--- config.mk ---
export PLATFORM = sky130hd
export DESIGN_NAME = json_byte_tokenizer_core
export DESIGN_NICKNAME = d
export VERILOG_FILES = /design/src/design/jbt_pkg.sv /design/src/design/jbt_lexer.sv /design/src/design/jbt_result_fifo.sv /design/src/design/json_byte_tokenizer_core.sv
export SDC_FILE = /design/constraint.sdc
export NUM_CORES = 1
export LEC_CHECK = 0
export BUFFER_PORTS_ARGS = -buffer_cell sky130_fd_sc_hd__buf_2
export CAP_MARGIN = 40
export CORE_MARGIN = 1
export CORE_UTILIZATION = 56
export CTS_BUF_LIST = sky130_fd_sc_hd__clkbuf_4
export CTS_CLUSTER_SIZE = 8
export DETAILED_ROUTE_END_ITERATION = 6
export PLACE_DENSITY = 0.75
export SYNTH_ARGS = -nofsm -noshare
export SYNTH_HDL_FRONTEND = slang
export SYNTH_SLANG_ARGS = --single-unit
--- constraint.sdc ---
create_clock -name clk -period 14.12 [get_ports clk]
set_input_delay 1.412 -clock clk [delete_from_list [all_inputs] [get_ports clk]]
set_output_delay 1.412 -clock clk [all_outputs]
set_load 0.02 [all_outputs]
--- src/design/jbt_pkg.sv ---
package jbt_pkg;

    // widths fixed by the stream format
    localparam int OFFSET_BITS       = 32;
    localparam int KIND_BITS         = 4;
    localparam int IN_TDATA_BITS     = 8;
    localparam int OUT_TDATA_BITS    = 72;
    localparam int POSITION_BITS_DEF = 32;
    localparam int FIFO_DEPTH        = 4;

    typedef logic [KIND_BITS-1:0] kind_t;

    // token kinds
    localparam kind_t KIND_NULL     = 4'd0;
    localparam kind_t KIND_FALSE    = 4'd1;
    localparam kind_t KIND_TRUE     = 4'd2;
    localparam kind_t KIND_STRING   = 4'd3;
    localparam kind_t KIND_NUMBER   = 4'd4;
    localparam kind_t KIND_LBRACKET = 4'd5;
    localparam kind_t KIND_RBRACKET = 4'd6;
    localparam kind_t KIND_LBRACE   = 4'd7;
    localparam kind_t KIND_RBRACE   = 4'd8;
    localparam kind_t KIND_COLON    = 4'd9;
    localparam kind_t KIND_COMMA    = 4'd10;
    localparam kind_t KIND_ERROR    = 4'd11;

    // keyword selectors
    localparam logic [1:0] KW_NULL  = 2'd0;
    localparam logic [1:0] KW_FALSE = 2'd1;
    localparam logic [1:0] KW_TRUE  = 2'd2;

    // byte codes
    localparam logic [7:0] CH_TAB      = 8'h09;
    localparam logic [7:0] CH_LF       = 8'h0A;
    localparam logic [7:0] CH_CR       = 8'h0D;
    localparam logic [7:0] CH_SPACE    = 8'h20;
    localparam logic [7:0] CH_QUOTE    = 8'h22;
    localparam logic [7:0] CH_PLUS     = 8'h2B;
    localparam logic [7:0] CH_COMMA    = 8'h2C;
    localparam logic [7:0] CH_MINUS    = 8'h2D;
    localparam logic [7:0] CH_POINT    = 8'h2E;
    localparam logic [7:0] CH_ZERO     = 8'h30;
    localparam logic [7:0] CH_NINE     = 8'h39;
    localparam logic [7:0] CH_COLON    = 8'h3A;
    localparam logic [7:0] CH_UPPER_E  = 8'h45;
    localparam logic [7:0] CH_LBRACKET = 8'h5B;
    localparam logic [7:0] CH_BSLASH   = 8'h5C;
    localparam logic [7:0] CH_RBRACKET = 8'h5D;
    localparam logic [7:0] CH_A        = 8'h61;
    localparam logic [7:0] CH_E        = 8'h65;
    localparam logic [7:0] CH_F        = 8'h66;
    localparam logic [7:0] CH_L        = 8'h6C;
    localparam logic [7:0] CH_N        = 8'h6E;
    localparam logic [7:0] CH_R        = 8'h72;
    localparam logic [7:0] CH_S        = 8'h73;
    localparam logic [7:0] CH_T        = 8'h74;
    localparam logic [7:0] CH_U        = 8'h75;
    localparam logic [7:0] CH_LBRACE   = 8'h7B;
    localparam logic [7:0] CH_RBRACE   = 8'h7D;

    // one result as it leaves the block
    typedef struct packed {
        kind_t                  token_kind;
        logic [OFFSET_BITS-1:0] start_offset;
        logic [OFFSET_BITS-1:0] end_offset;
        logic                   last_result;
    } result_t;

    // up to two results written into the result queue per beat
    typedef struct packed {
        logic [1:0] count;
        result_t    first;
        result_t    second;
    } push_t;

    // bytes that follow the first letter of each keyword
    function automatic logic [7:0] kw_char(input logic [1:0] kw, input logic [2:0] idx);
        logic [7:0] ch;
        ch = CH_U;
        case (kw)
            KW_FALSE:
            begin
                case (idx)
                    3'd0:    ch = CH_A;
                    3'd1:    ch = CH_L;
                    3'd2:    ch = CH_S;
                    default: ch = CH_E;
                endcase
            end
            KW_TRUE:
            begin
                case (idx)
                    3'd0:    ch = CH_R;
                    3'd1:    ch = CH_U;
                    default: ch = CH_E;
                endcase
            end
            default:
            begin
                case (idx)
                    3'd0:    ch = CH_U;
                    default: ch = CH_L;
                endcase
            end
        endcase
        return ch;
    endfunction

    // tail length of each keyword
    function automatic logic [2:0] kw_len(input logic [1:0] kw);
        logic [2:0] len;
        case (kw)
            KW_FALSE: len = 3'd4;
            default:  len = 3'd3;
        endcase
        return len;
    endfunction

endpackage

--- src/design/jbt_lexer.sv ---
module jbt_lexer #(
    parameter int POSITION_BITS = jbt_pkg::POSITION_BITS_DEF
) (
    input  logic                   clk,
    input  logic                   rst_n,
    input  logic                   in_valid,
    output logic                   in_ready,
    input  logic [7:0]             in_byte,
    input  logic                   in_eoi,
    input  logic                   room,
    output jbt_pkg::push_t         push
);
    import jbt_pkg::*;

    typedef enum logic [4:0] {
        MODE_IDLE    = 5'b00001,
        MODE_KEYWORD = 5'b00010,
        MODE_STRING  = 5'b00100,
        MODE_ESCAPE  = 5'b01000,
        MODE_NUMBER  = 5'b10000
    } mode_t;

    typedef struct packed {
        logic       emit;
        kind_t      kind;
        mode_t      mode;
        logic [1:0] kw;
        logic       open;
    } idle_t;

    // byte lexed with no token open
    function automatic idle_t lex_idle(input logic [7:0] c);
        idle_t r;
        r.emit = 1'b0;
        r.kind = KIND_ERROR;
        r.mode = MODE_IDLE;
        r.kw   = KW_NULL;
        r.open = 1'b0;
        case (c)
            CH_TAB, CH_LF, CH_CR, CH_SPACE: ;
            CH_N:
            begin
                r.mode = MODE_KEYWORD; r.kw = KW_NULL; r.open = 1'b1;
            end
            CH_F:
            begin
                r.mode = MODE_KEYWORD; r.kw = KW_FALSE; r.open = 1'b1;
            end
            CH_T:
            begin
                r.mode = MODE_KEYWORD; r.kw = KW_TRUE; r.open = 1'b1;
            end
            CH_QUOTE:
            begin
                r.mode = MODE_STRING; r.open = 1'b1;
            end
            CH_LBRACKET: begin r.emit = 1'b1; r.kind = KIND_LBRACKET; end
            CH_RBRACKET: begin r.emit = 1'b1; r.kind = KIND_RBRACKET; end
            CH_LBRACE:   begin r.emit = 1'b1; r.kind = KIND_LBRACE;   end
            CH_RBRACE:   begin r.emit = 1'b1; r.kind = KIND_RBRACE;   end
            CH_COLON:    begin r.emit = 1'b1; r.kind = KIND_COLON;    end
            CH_COMMA:    begin r.emit = 1'b1; r.kind = KIND_COMMA;    end
            default:
            begin
                if (c inside {CH_MINUS, [CH_ZERO:CH_NINE]})
                begin
                    r.mode = MODE_NUMBER; r.open = 1'b1;
                end
                else
                begin
                    r.emit = 1'b1;
                end
            end
        endcase
        return r;
    endfunction

    // input register
    logic                     item_valid_reg, item_valid_next;
    logic [7:0]               item_byte_reg;
    logic                     item_eoi_reg;
    logic                     advance;

    // lexer state
    mode_t                    mode_reg, mode_next;
    logic [1:0]               kw_kind_reg, kw_kind_next;
    logic [2:0]               kw_index_reg, kw_index_next;
    logic [POSITION_BITS-1:0] pos_reg, pos_next;
    logic [POSITION_BITS-1:0] start_reg, start_next;

    logic [POSITION_BITS-1:0] prev_pos;
    logic [OFFSET_BITS-1:0]   pos_off, prev_off, start_off;
    idle_t                    idle_res;
    logic                     use_idle;
    logic [1:0]               kw_k;
    logic [2:0]               kw_i, kw_i1;
    logic                     a_valid;
    kind_t                    a_kind;
    logic [OFFSET_BITS-1:0]   a_end;
    result_t                  res_a, res_b;

    assign advance         = item_valid_reg & room;
    assign in_ready        = ~item_valid_reg | room;
    assign item_valid_next = (in_valid & in_ready) | (item_valid_reg & ~room);
    assign prev_pos        = pos_reg - POSITION_BITS'(1);

    // offsets carry the low 32 bits of a position
    generate
        if (POSITION_BITS >= OFFSET_BITS)
        begin : g_wide
            assign pos_off   = pos_reg[OFFSET_BITS-1:0];
            assign prev_off  = prev_pos[OFFSET_BITS-1:0];
            assign start_off = start_reg[OFFSET_BITS-1:0];
        end
        else
        begin : g_narrow
            assign pos_off   = OFFSET_BITS'(pos_reg);
            assign prev_off  = OFFSET_BITS'(prev_pos);
            assign start_off = OFFSET_BITS'(start_reg);
        end
    endgenerate

    // input beat capture
    always_ff @(posedge clk or negedge rst_n)
    begin
        if (!rst_n)
        begin
            item_valid_reg <= 1'b0;
        end
        else
        begin
            item_valid_reg <= item_valid_next;
        end
    end

    always_ff @(posedge clk)
    begin
        if (in_valid && in_ready)
        begin
            item_byte_reg <= in_byte;
            item_eoi_reg  <= in_eoi;
        end
    end

    // one lexing step on the held byte
    always_comb
    begin
        mode_next     = mode_reg;
        kw_kind_next  = kw_kind_reg;
        kw_index_next = kw_index_reg;
        pos_next      = pos_reg + POSITION_BITS'(1);
        start_next    = start_reg;
        a_valid       = 1'b0;
        a_kind        = KIND_ERROR;
        a_end         = pos_off;
        use_idle      = 1'b0;
        idle_res      = lex_idle(item_byte_reg);
        kw_k          = (kw_kind_reg == KW_FALSE || kw_kind_reg == KW_TRUE) ?
                        kw_kind_reg : KW_NULL;
        kw_i          = (kw_index_reg < kw_len(kw_k)) ? kw_index_reg : 3'd0;
        kw_i1         = kw_i + 3'd1;

        if (item_eoi_reg)
        begin
            // flush whatever token is open
            a_end         = prev_off;
            a_valid       = (mode_reg != MODE_IDLE);
            a_kind        = (mode_reg == MODE_NUMBER) ? KIND_NUMBER : KIND_ERROR;
            mode_next     = MODE_IDLE;
            kw_index_next = 3'd0;
            pos_next      = '0;
            start_next    = '0;
        end
        else
        begin
            case (mode_reg)
                MODE_KEYWORD:
                begin
                    if (item_byte_reg == kw_char(kw_k, kw_i))
                    begin
                        kw_index_next = kw_i1;
                        if (kw_i1 >= kw_len(kw_k))
                        begin
                            a_valid       = 1'b1;
                            a_kind        = KIND_BITS'(kw_k);
                            mode_next     = MODE_IDLE;
                            kw_index_next = 3'd0;
                        end
                    end
                    else
                    begin
                        a_valid       = 1'b1;
                        mode_next     = MODE_IDLE;
                        kw_index_next = 3'd0;
                    end
                end
                MODE_STRING:
                begin
                    if (item_byte_reg == CH_QUOTE)
                    begin
                        a_valid   = 1'b1;
                        a_kind    = KIND_STRING;
                        mode_next = MODE_IDLE;
                    end
                    else if (item_byte_reg == CH_BSLASH)
                    begin
                        mode_next = MODE_ESCAPE;
                    end
                end
                MODE_ESCAPE:
                begin
                    mode_next = MODE_STRING;
                end
                MODE_NUMBER:
                begin
                    if (!(item_byte_reg inside {[CH_ZERO:CH_NINE], CH_PLUS, CH_MINUS,
                                                CH_POINT, CH_E, CH_UPPER_E}))
                    begin
                        a_valid  = 1'b1;
                        a_kind   = KIND_NUMBER;
                        a_end    = prev_off;
                        use_idle = 1'b1;
                    end
                end
                MODE_IDLE:
                begin
                    use_idle = 1'b1;
                end
                default:
                begin
                    use_idle = 1'b1;
                end
            endcase

            // the byte starts fresh in idle
            if (use_idle)
            begin
                mode_next = idle_res.mode;
                if (idle_res.open)
                begin
                    start_next = pos_reg;
                    if (idle_res.mode == MODE_KEYWORD)
                    begin
                        kw_kind_next  = idle_res.kw;
                        kw_index_next = 3'd0;
                    end
                end
            end
        end
    end

    // results in order, last flag on the final one
    always_comb
    begin
        res_a.token_kind   = a_kind;
        res_a.start_offset = start_off;
        res_a.end_offset   = a_end;
        res_a.last_result  = 1'b1;
        res_b.token_kind   = idle_res.kind;
        res_b.start_offset = pos_off;
        res_b.end_offset   = pos_off;
        res_b.last_result  = 1'b1;
        push.first         = res_a;
        push.second        = res_b;
        push.count         = 2'd0;
        if (a_valid && use_idle && idle_res.emit)
        begin
            push.first.last_result = 1'b0;
            push.count             = 2'd2;
        end
        else if (a_valid)
        begin
            push.count = 2'd1;
        end
        else if (use_idle && idle_res.emit)
        begin
            push.first = res_b;
            push.count = 2'd1;
        end
        if (!advance)
        begin
            push.count = 2'd0;
        end
    end

    // state registers
    always_ff @(posedge clk or negedge rst_n)
    begin
        if (!rst_n)
        begin
            mode_reg     <= MODE_IDLE;
            kw_kind_reg  <= KW_NULL;
            kw_index_reg <= 3'd0;
            pos_reg      <= '0;
            start_reg    <= '0;
        end
        else if (advance)
        begin
            mode_reg     <= mode_next;
            kw_kind_reg  <= kw_kind_next;
            kw_index_reg <= kw_index_next;
            pos_reg      <= pos_next;
            start_reg    <= start_next;
        end
    end

    // two results come only from a byte that closes a number
    assert property (@(posedge clk) disable iff (!rst_n)
        push.count == 2'd2 |-> mode_reg == MODE_NUMBER)
        else $error("second result without an open number");

    // end of text restarts the offsets at zero
    assert property (@(posedge clk) disable iff (!rst_n)
        advance && item_eoi_reg |=> pos_reg == '0 && mode_reg == MODE_IDLE)
        else $error("end of text did not clear the position");

    // keyword match count stays inside the keyword
    assert property (@(posedge clk) disable iff (!rst_n)
        mode_reg == MODE_KEYWORD |-> kw_index_reg < kw_len(kw_kind_reg))
        else $error("keyword index out of range");

endmodule

--- src/design/jbt_result_fifo.sv ---
module jbt_result_fifo (
    input  logic               clk,
    input  logic               rst_n,
    input  jbt_pkg::push_t     push,
    output logic               room,
    output logic               out_valid,
    input  logic               out_ready,
    output jbt_pkg::result_t   out_res
);
    import jbt_pkg::*;

    localparam int PTR_BITS = $clog2(FIFO_DEPTH);
    localparam int CNT_BITS = $clog2(FIFO_DEPTH + 1);

    result_t               mem [FIFO_DEPTH];
    logic [PTR_BITS-1:0]   wr_ptr_reg, wr_ptr_next;
    logic [PTR_BITS-1:0]   rd_ptr_reg, rd_ptr_next;
    logic [CNT_BITS-1:0]   count_reg, count_next;
    logic                  pop;

    assign room      = (count_reg <= CNT_BITS'(FIFO_DEPTH - 2));
    assign out_valid = (count_reg != '0);
    assign out_res   = mem[rd_ptr_reg];
    assign pop       = out_valid & out_ready;

    // pointer and fill bookkeeping
    always_comb
    begin
        wr_ptr_next = wr_ptr_reg + PTR_BITS'(push.count);
        rd_ptr_next = rd_ptr_reg + PTR_BITS'(pop);
        count_next  = count_reg + CNT_BITS'(push.count) - CNT_BITS'(pop);
    end

    always_ff @(posedge clk or negedge rst_n)
    begin
        if (!rst_n)
        begin
            wr_ptr_reg <= '0;
            rd_ptr_reg <= '0;
            count_reg  <= '0;
        end
        else
        begin
            wr_ptr_reg <= wr_ptr_next;
            rd_ptr_reg <= rd_ptr_next;
            count_reg  <= count_next;
        end
    end

    // result storage, one or two writes per beat
    always_ff @(posedge clk)
    begin
        if (push.count != 2'd0)
        begin
            mem[wr_ptr_reg] <= push.first;
        end
        if (push.count == 2'd2)
        begin
            mem[wr_ptr_reg + PTR_BITS'(1)] <= push.second;
        end
    end

    // never written past its depth
    assert property (@(posedge clk) disable iff (!rst_n)
        push.count != 2'd0 |-> count_reg <= CNT_BITS'(FIFO_DEPTH - 2))
        else $error("result queue overflow");

endmodule

--- src/design/json_byte_tokenizer_core.sv ---
// channel | direction | tdata (low bit up)                         | tlast
// s_*     | in        | data_byte[7:0]                             | end_of_input
// m_*     | out       | token_kind, start_offset, end_offset, pad  | last_result
//
// one byte is taken every cycle while the result queue has room; each byte gives zero, one or two tokens
// a byte that closes a number can give two tokens; the queue takes both at once
// an input beat reaches m_* through the input register and then the result queue
// rst_n clears the lexer state and the result queue; offsets restart at zero
// a stall on m_* backs up through a four-entry result queue into s_tready
module json_byte_tokenizer_core #(
    parameter int POSITION_BITS = jbt_pkg::POSITION_BITS_DEF
) (
    input  logic                                clk,
    input  logic                                rst_n,
    input  logic                                s_tvalid,
    output logic                                s_tready,
    input  logic [jbt_pkg::IN_TDATA_BITS-1:0]   s_tdata,  // data_byte
    input  logic                                s_tlast,
    output logic                                m_tvalid,
    input  logic                                m_tready,
    output logic [jbt_pkg::OUT_TDATA_BITS-1:0]  m_tdata,  // token_kind, start_offset, end_offset
    output logic                                m_tlast
);
    import jbt_pkg::*;

    push_t   push;
    logic    room;
    result_t out_res;

    // lexer with its input register
    jbt_lexer #(
        .POSITION_BITS (POSITION_BITS)
    ) u_lexer (
        .clk      (clk),
        .rst_n    (rst_n),
        .in_valid (s_tvalid),
        .in_ready (s_tready),
        .in_byte  (s_tdata),
        .in_eoi   (s_tlast),
        .room     (room),
        .push     (push)
    );

    // result queue toward the output side
    jbt_result_fifo u_result_fifo (
        .clk       (clk),
        .rst_n     (rst_n),
        .push      (push),
        .room      (room),
        .out_valid (m_tvalid),
        .out_ready (m_tready),
        .out_res   (out_res)
    );

    // output beat packing
    assign m_tdata = {(OUT_TDATA_BITS - KIND_BITS - 2*OFFSET_BITS)'(0),
                      out_res.end_offset, out_res.start_offset, out_res.token_kind};
    assign m_tlast = out_res.last_result;

endmodule
# Word level (Yosys, flattened, before mapping)
# Memories as Yosys holds them, arrays and structs flattened.
# Cells that the tools add are included.
# Widths: inputs -> output; s select.
[word_totals]
reg_bits = 91
ramBits = 276
in_bits = 13
out_inout_bits = 75
word_cells = 161
mem_count = 1
[op_classes]
n_addsub = 8
n_lt_le_gt_ge = 5
eq_ne = 36
n_mux = 68
bitwise_logic = 9
reduce_logical = 23
[mem_list]
columns = ["memory", "words", "word_bits", "rd", "rd_ports_with_merged_regs", "wr", "line_no", "source"]
rows = [
  ["u_result_fifo.mem", 4, 69, 1, 0, 2, "jbt_result_fifo.sv:15", "result_t mem [FIFO_DEPTH];"],
]
[op_table]
columns = ["operator", "n"]
rows = [
  ["$mux 32", 7],
  ["$eq 8x7->1 const B", 10],
  ["$mux 70", 1],
  ["$mux 69", 1],
  ["$mux 68", 1],
  ["$eq 8x6->1 const B", 7],
  ["$pmux 5 s3", 3],
  ["$mux 5", 8],
  ["$mux 3", 12],
  ["$add 32x1->32 const B", 1],
  ["$sub 32x1->32 const B", 1],
  ["$eq 8x4->1 const B", 3],
  ["$mux 4", 6],
  ["$pmux 4 s6", 1],
  ["$mux 8", 2],
  ["$pmux 8 s2", 1],
  ["$mux 1", 14],
  ["$pmux 4 s3", 1],
  ["$eq 5x2->1 const B", 2],
  ["$ne 5x1->1 const B", 2],
  ["$pmux 5 s2", 1],
  ["$reduce_or 10->1", 1],
  ["$eq 8x8->1", 1],
  ["$ge 8x6->1 const B", 1],
  ["39 further kinds", 61],
]

# Longest topological paths before layout
[depth]
word_depth = 28
mapped_depth = 23
depth_no_buf = 21

# Hierarchy
# Synthesis repeated with hierarchy kept, for this count alone.
[unflattened]
cells_unflattened = 1396
area_unflattened_um2 = 19781.5
[modules_own_cells]
columns = ["module", "instances", "cells_each", "area_each_um2", "seq_area_each_um2"]
rows = [
  ["jbt_result_fifo", 1, 715, 13716.9, 8463.1],
  ["jbt_lexer", 1, 676, 6030.8, 2148.3],
  ["json_byte_tokenizer_core", 1, 5, 33.8, 0.0],
]

# Worst setup path after synthesis
# No wires, ideal clock.
[synth_path]
path_type = "register to register"
start = "register u_lexer.kw_kind_reg[1]"
end = "memory u_result_fifo.mem[0][10] (netlist name), enable pin"
arrival_time_ns = 5.397
required_time_ns = 13.400
setup_slack_ns = 8.003
stages_incl_launch_ff = 19
path_buffers = 2
path_cell_list = "dfrtp_1 > inv_1 > ha_1 > buf_2 > inv_1 > ha_1 > o221a_1 > nor3b_1 > inv_1 > ha_1 > ha_1 > a21o_1 > a21oi_1 > o211ai_1 > a2111oi_4 > a211oi_4 > nor2_2 > buf_2 > nand2_1"
[synth_rtl]
columns = ["item", "line_no", "source"]
rows = [
  ["from (decl)", "jbt_lexer.sv:86", "logic [1:0] kw_kind_reg, kw_kind_next;"],
  ["from (signal assigned)", "jbt_lexer.sv:300", "kw_kind_reg <= kw_kind_next;"],
  ["to (decl)", "jbt_result_fifo.sv:15", ""],
]

# Final worst setup path
[layout_path]
start = "register u_lexer.kw_kind_reg[1]"
end = "register u_result_fifo.count_reg[2]"
[layout_between]
elab_chain_cells = 22
[layout_rtl]
columns = ["item", "line_no", "source"]
rows = [
  ["$eq 2x1->1 or $eq 2x2->1 (tied branches)", "jbt_lexer.sv:158", "kw_k = (kw_kind_reg == KW_FALSE || kw_kind_reg == KW_TRUE) ?"],
  ["$logic_or 1x1->1", "jbt_lexer.sv:158", ""],
  ["$mux 2 (*)", "jbt_lexer.sv:158", ""],
  ["$eq 2x1->1", "jbt_pkg.sv:80, jbt_pkg.sv:112", ""],
  ["$mux 3", "jbt_pkg.sv:112", "case (kw)"],
  ["$lt 3x3->1", "jbt_lexer.sv:160", "kw_i = (kw_index_reg < kw_len(kw_k)) ? kw_index_reg : 3'd0;"],
  ["$mux 3", "jbt_lexer.sv:160", ""],
  ["$eq 3x2->1, or another cell as far along", "jbt_pkg.sv:83", "case (idx)"],
  ["[6 not listed]", "n/a", ""],
  ["$pmux 1 s3 (*)", "jbt_lexer.sv:176", "case (mode_reg)"],
  ["$mux 1 (*)", "jbt_lexer.sv:163", "if (item_eoi_reg)"],
  ["$logic_and 1x1->1 (2 in series)", "jbt_lexer.sv:266", "if (a_valid && use_idle && idle_res.emit)"],
  ["$mux 2 (*)", "jbt_lexer.sv:266", ""],
  ["$mux 2 (*)", "jbt_lexer.sv:280", "if (!advance)"],
  ["$add 3x2->3 (*)", "jbt_result_fifo.sv:31", "count_next = count_reg + CNT_BITS'(push.count) - CNT_BITS'(pop);"],
  ["$sub 3x1->3 (*)", "jbt_result_fifo.sv:31", ""],
  ["named net u_result_fifo.count_next[2]", "jbt_result_fifo.sv:18", "logic [CNT_BITS-1:0] count_reg, count_next;"],
  ["to (signal assigned)", "jbt_result_fifo.sv:46", "count_reg <= count_next;"],
  ["to (decl)", "jbt_result_fifo.sv:18", ""],
]
# Mark *: on every way through the listed nets, which the timed path passes. The rest lies on a longest branch. The select of a mux whose other input is x is not followed.
# A chain may end at the register's enable or synchronous reset.

==> qor.txt <==
status - completed
Top FF cell, synth - edfxtp_1
Comb pwr share - 36.5%
Peak supply drop - 111 uV
R2R cell count - 21
Top reg by flops - u_result_fifo.mem
CTS Buffer Depth - 3
WS Path Type - flop to flop
CTS tree - yes
Switching Fraction - 39.3%
global route overflow - 0
postcts setup bufs - 0
total track usage - 33.7%
detailed placement HPWL - 37900 microns
Netlist cell types - 87
Clock Skew - 0.0551 ns
number of DRC markers in iteration 0 - 2305
Max-Cap Viols - 0
FF+latch count, synth - 367
clock share of power - 25.6%
Layout area overhead - 10.4%
Avg Cell Area, Syn - 11.5 sq um
vias in the first global route - 16290
Critical Path RT - 14.83 ns
die width - 192 microns
share of post-route cells with drive strength above 1 - 22.6%
WL/cell - 26.1 microns
Post-CTS Hold Buffers - 0
Finished Layout Cells - 2344
dominant cell type by area after synthesis - edfxtp_1
CTS resizes - 0
Final period util - 47.2%
Placement Rows - 69
leak pwr - 8.47 nW
final setup fails - 0
CP Max Fanout - 22
Post-synth ARST share - 22.3%
worst slack, placed - 7.57 ns
GPL Wtd Cong - 0.941
root buffer cell - clkbuf_4
r2r setup slk - 7.45 ns
synthesized area - 20200 sq um
post-layout power - 3.81 mW
Sequential Power Share - 37.9%
Worst R2R Start - u_lexer.kw_kind_reg[1]
Max Fclk - 0.150 GHz
I/O pin cnt - 88
Power Dens Cells - 171 nW/um^2
initial antenna violation count - 4
post-placement cell count - 2166
post-route cell area - 22300 sq um
CTS Buf Count - 94
PortBufs - 83
Vias - 16612
setup repair after global routing missed its margin - false
Hold WC Path Type - input pin to async pin
final hold violation count - 0
Max Slew Vio Count - 0
fin crit period - 6.67 ns
commonest non-fill, non-tap cells in the layout - edfxtp_1, clkbuf_4, nand2_1, nor2_1, a32o_1
total die area - 36900 sq um
first-pass GRT wire length - 93400 microns
top cell type's share of synthesized area - 41.7%
setup tns final - 0 ns
Initial Utilization - 56.8%
htree depth - 3
ranking of synthesized cells by area - edfxtp_1, dfrtp_1, mux4_2
worst r2r dst - u_result_fifo.count_reg[2]
Core Area - 35600 sq um
Post-DP Area - 21000 sq um
Least-Margin Pin Slew - 0.979 ns
CTS sink count - 367
die height - 192 microns
Post-Syn Instances - 1757
Skew-Pair Late Insertion Delay - 0.80 ns
routed vias/inst - 7.09
largest net degree at the start of global routing - 94
Layout Nets - 1833
crit start category - flop
most common cell after layout, fill and taps aside - edfxtp_1
WL final - 61200 microns
CP endpoint kind - flop
post-synthesis sequential area ratio - 52.3%
DRT Pass-1 Iters - 7
NetSw - 1.50 mW
slew margin rel. - 33.8%
clock slew at reported path FFs - 0.06 ns
Final WS setup - 7.45 ns
cell internal pwr - 2.31 mW
drt drc - 0
max FFs per register - 276
crit path DAT - 7.37 ns
YS warnings - 0
number of flops mapped to enable cells by yosys - 281
post-route ant nets - 0
[cell families (layout without fill, tap and decap cells)]
group / after synthesis / count (layout) / synth area share, %
fa+ha+maj: 19 / 19 / 1.21
simple gates: 490 / 490 / 11.9
xor+xnor: 38 / 38 / 1.65
mux: 73 / 73 / 7.90
flops: 367 / 367 / 52.3
other cells: 1 / 6 / 0.0185
compound gates: 547 / 547 / 20.5
buf+inv: 222 / 343 / 4.48
[critical path, stage by stage (launching register included)]
cell and delay (ns):
dfrtp_1 0.38, inv_1 0.10, ha_1 0.52, inv_1 0.20, ha_1 0.39, o221a_1 0.17
nor3b_1 0.55, inv_1 0.15, ha_1 0.35, ha_1 0.28, a21o_1 0.15, a21oi_1 0.57
o211ai_1 0.26, a2111oi_4 0.38, buf_4 0.32, nand2_1 0.40, a21oi_1 0.32, nor3_1 0.13
ha_1 0.24, fa_1 0.40, xnor2_1 0.18, xnor2_1 0.14
[cells in the mapped netlist, types with 4 or more instances]
master / count
edfxtp_1: 281
nand2_1: 151
clkbuf_1: 129
nor2_1: 92
a32o_1: 85
dfrtp_1: 81
mux4_2: 69
o22ai_1: 68
nor3_1: 66
o21ai_0: 66
o31ai_1: 50
a211oi_1: 38
a22o_1: 36
buf_2: 34
nand3_1: 31
a21o_1: 29
a21oi_1: 28
inv_1: 28
a22oi_1: 26
or3_1: 22
and2_1: 21
xor2_1: 20
buf_1: 19
ha_1: 18
nand2b_1: 18
xnor2_1: 18
and3_1: 17
a31o_2: 15
a31oi_1: 15
a21boi_0: 12
nand4_1: 12
o31a_1: 12
o2bb2ai_1: 11
nor4_1: 10
o211ai_1: 9
or2_2: 8
a211o_1: 7
nor3b_1: 7
o21bai_1: 7
clkinv_1: 6
o21ai_1: 6
nor2b_1: 5
or4_1: 5
buf_4: 4
dfxtp_1: 4
[cell type report]
cell class              instances  area (sq um)
fillers                      2789         13300
flip-flops and latches        367         10600
diodes                          2          5.00
clock buffers                 163          1220
well taps                     461           577
inverters                      34           128
repair buffers                133           901
multi-input cells            1171          8820
clock inverters                13          87.6
[per-stage QoR]
stage	hold slack (ns)	util (%)
global placement	0.485	58.5
detailed placement	0.489	59.0
CTS	0.472	62.7
floorplan	0.455	-
global route	0.502	62.7
finish	0.509	62.7
[power groups by stage]
stage	Sequential, mW	Clock, mW	Combinational (mW)
after floorplan	1.38	0	0.969
after global placement	1.46	0	1.31
after detailed placement	1.46	0	1.36
after CTS	1.44	0.984	1.37
after global routing	1.46	1.03	1.46
final	1.44	0.973	1.39
[worst max path at each step]
| stage | from | endpoint | slack, ns | cells past startpoint |
|---|---|---|---|---|
| floorplan | u_lexer.kw_kind_reg[1] | u_result_fifo.mem[0][10] | 8.00 | 18 |
| global placement | u_lexer.kw_kind_reg[1] | u_result_fifo.mem[0][46] | 7.65 | 18 |
| detailed placement | u_lexer.kw_kind_reg[1] | u_result_fifo.count_reg[2] | 7.57 | 21 |
| CTS | u_lexer.kw_kind_reg[1] | u_result_fifo.count_reg[2] | 7.50 | 21 |
| global route | u_lexer.kw_kind_reg[1] | u_result_fifo.count_reg[2] | 7.01 | 21 |
| finish | u_lexer.kw_kind_reg[1] | u_result_fifo.count_reg[2] | 7.45 | 21 |
[layer usage]
| metal | vias to the layer above | track usage [%] | wire, microns |
|---|---|---|---|
| met5 | - | 0 | 18 |
| met3 | 231 | 8.11 | 7550 |
| li1 | 7096 | - | - |
| met1 | 8007 | 43.6 | 22400 |
| met2 | 1274 | 52.9 | 28700 |
| met4 | 4 | 17.0 | 2580 |
(Power assumes the default switching activity.)
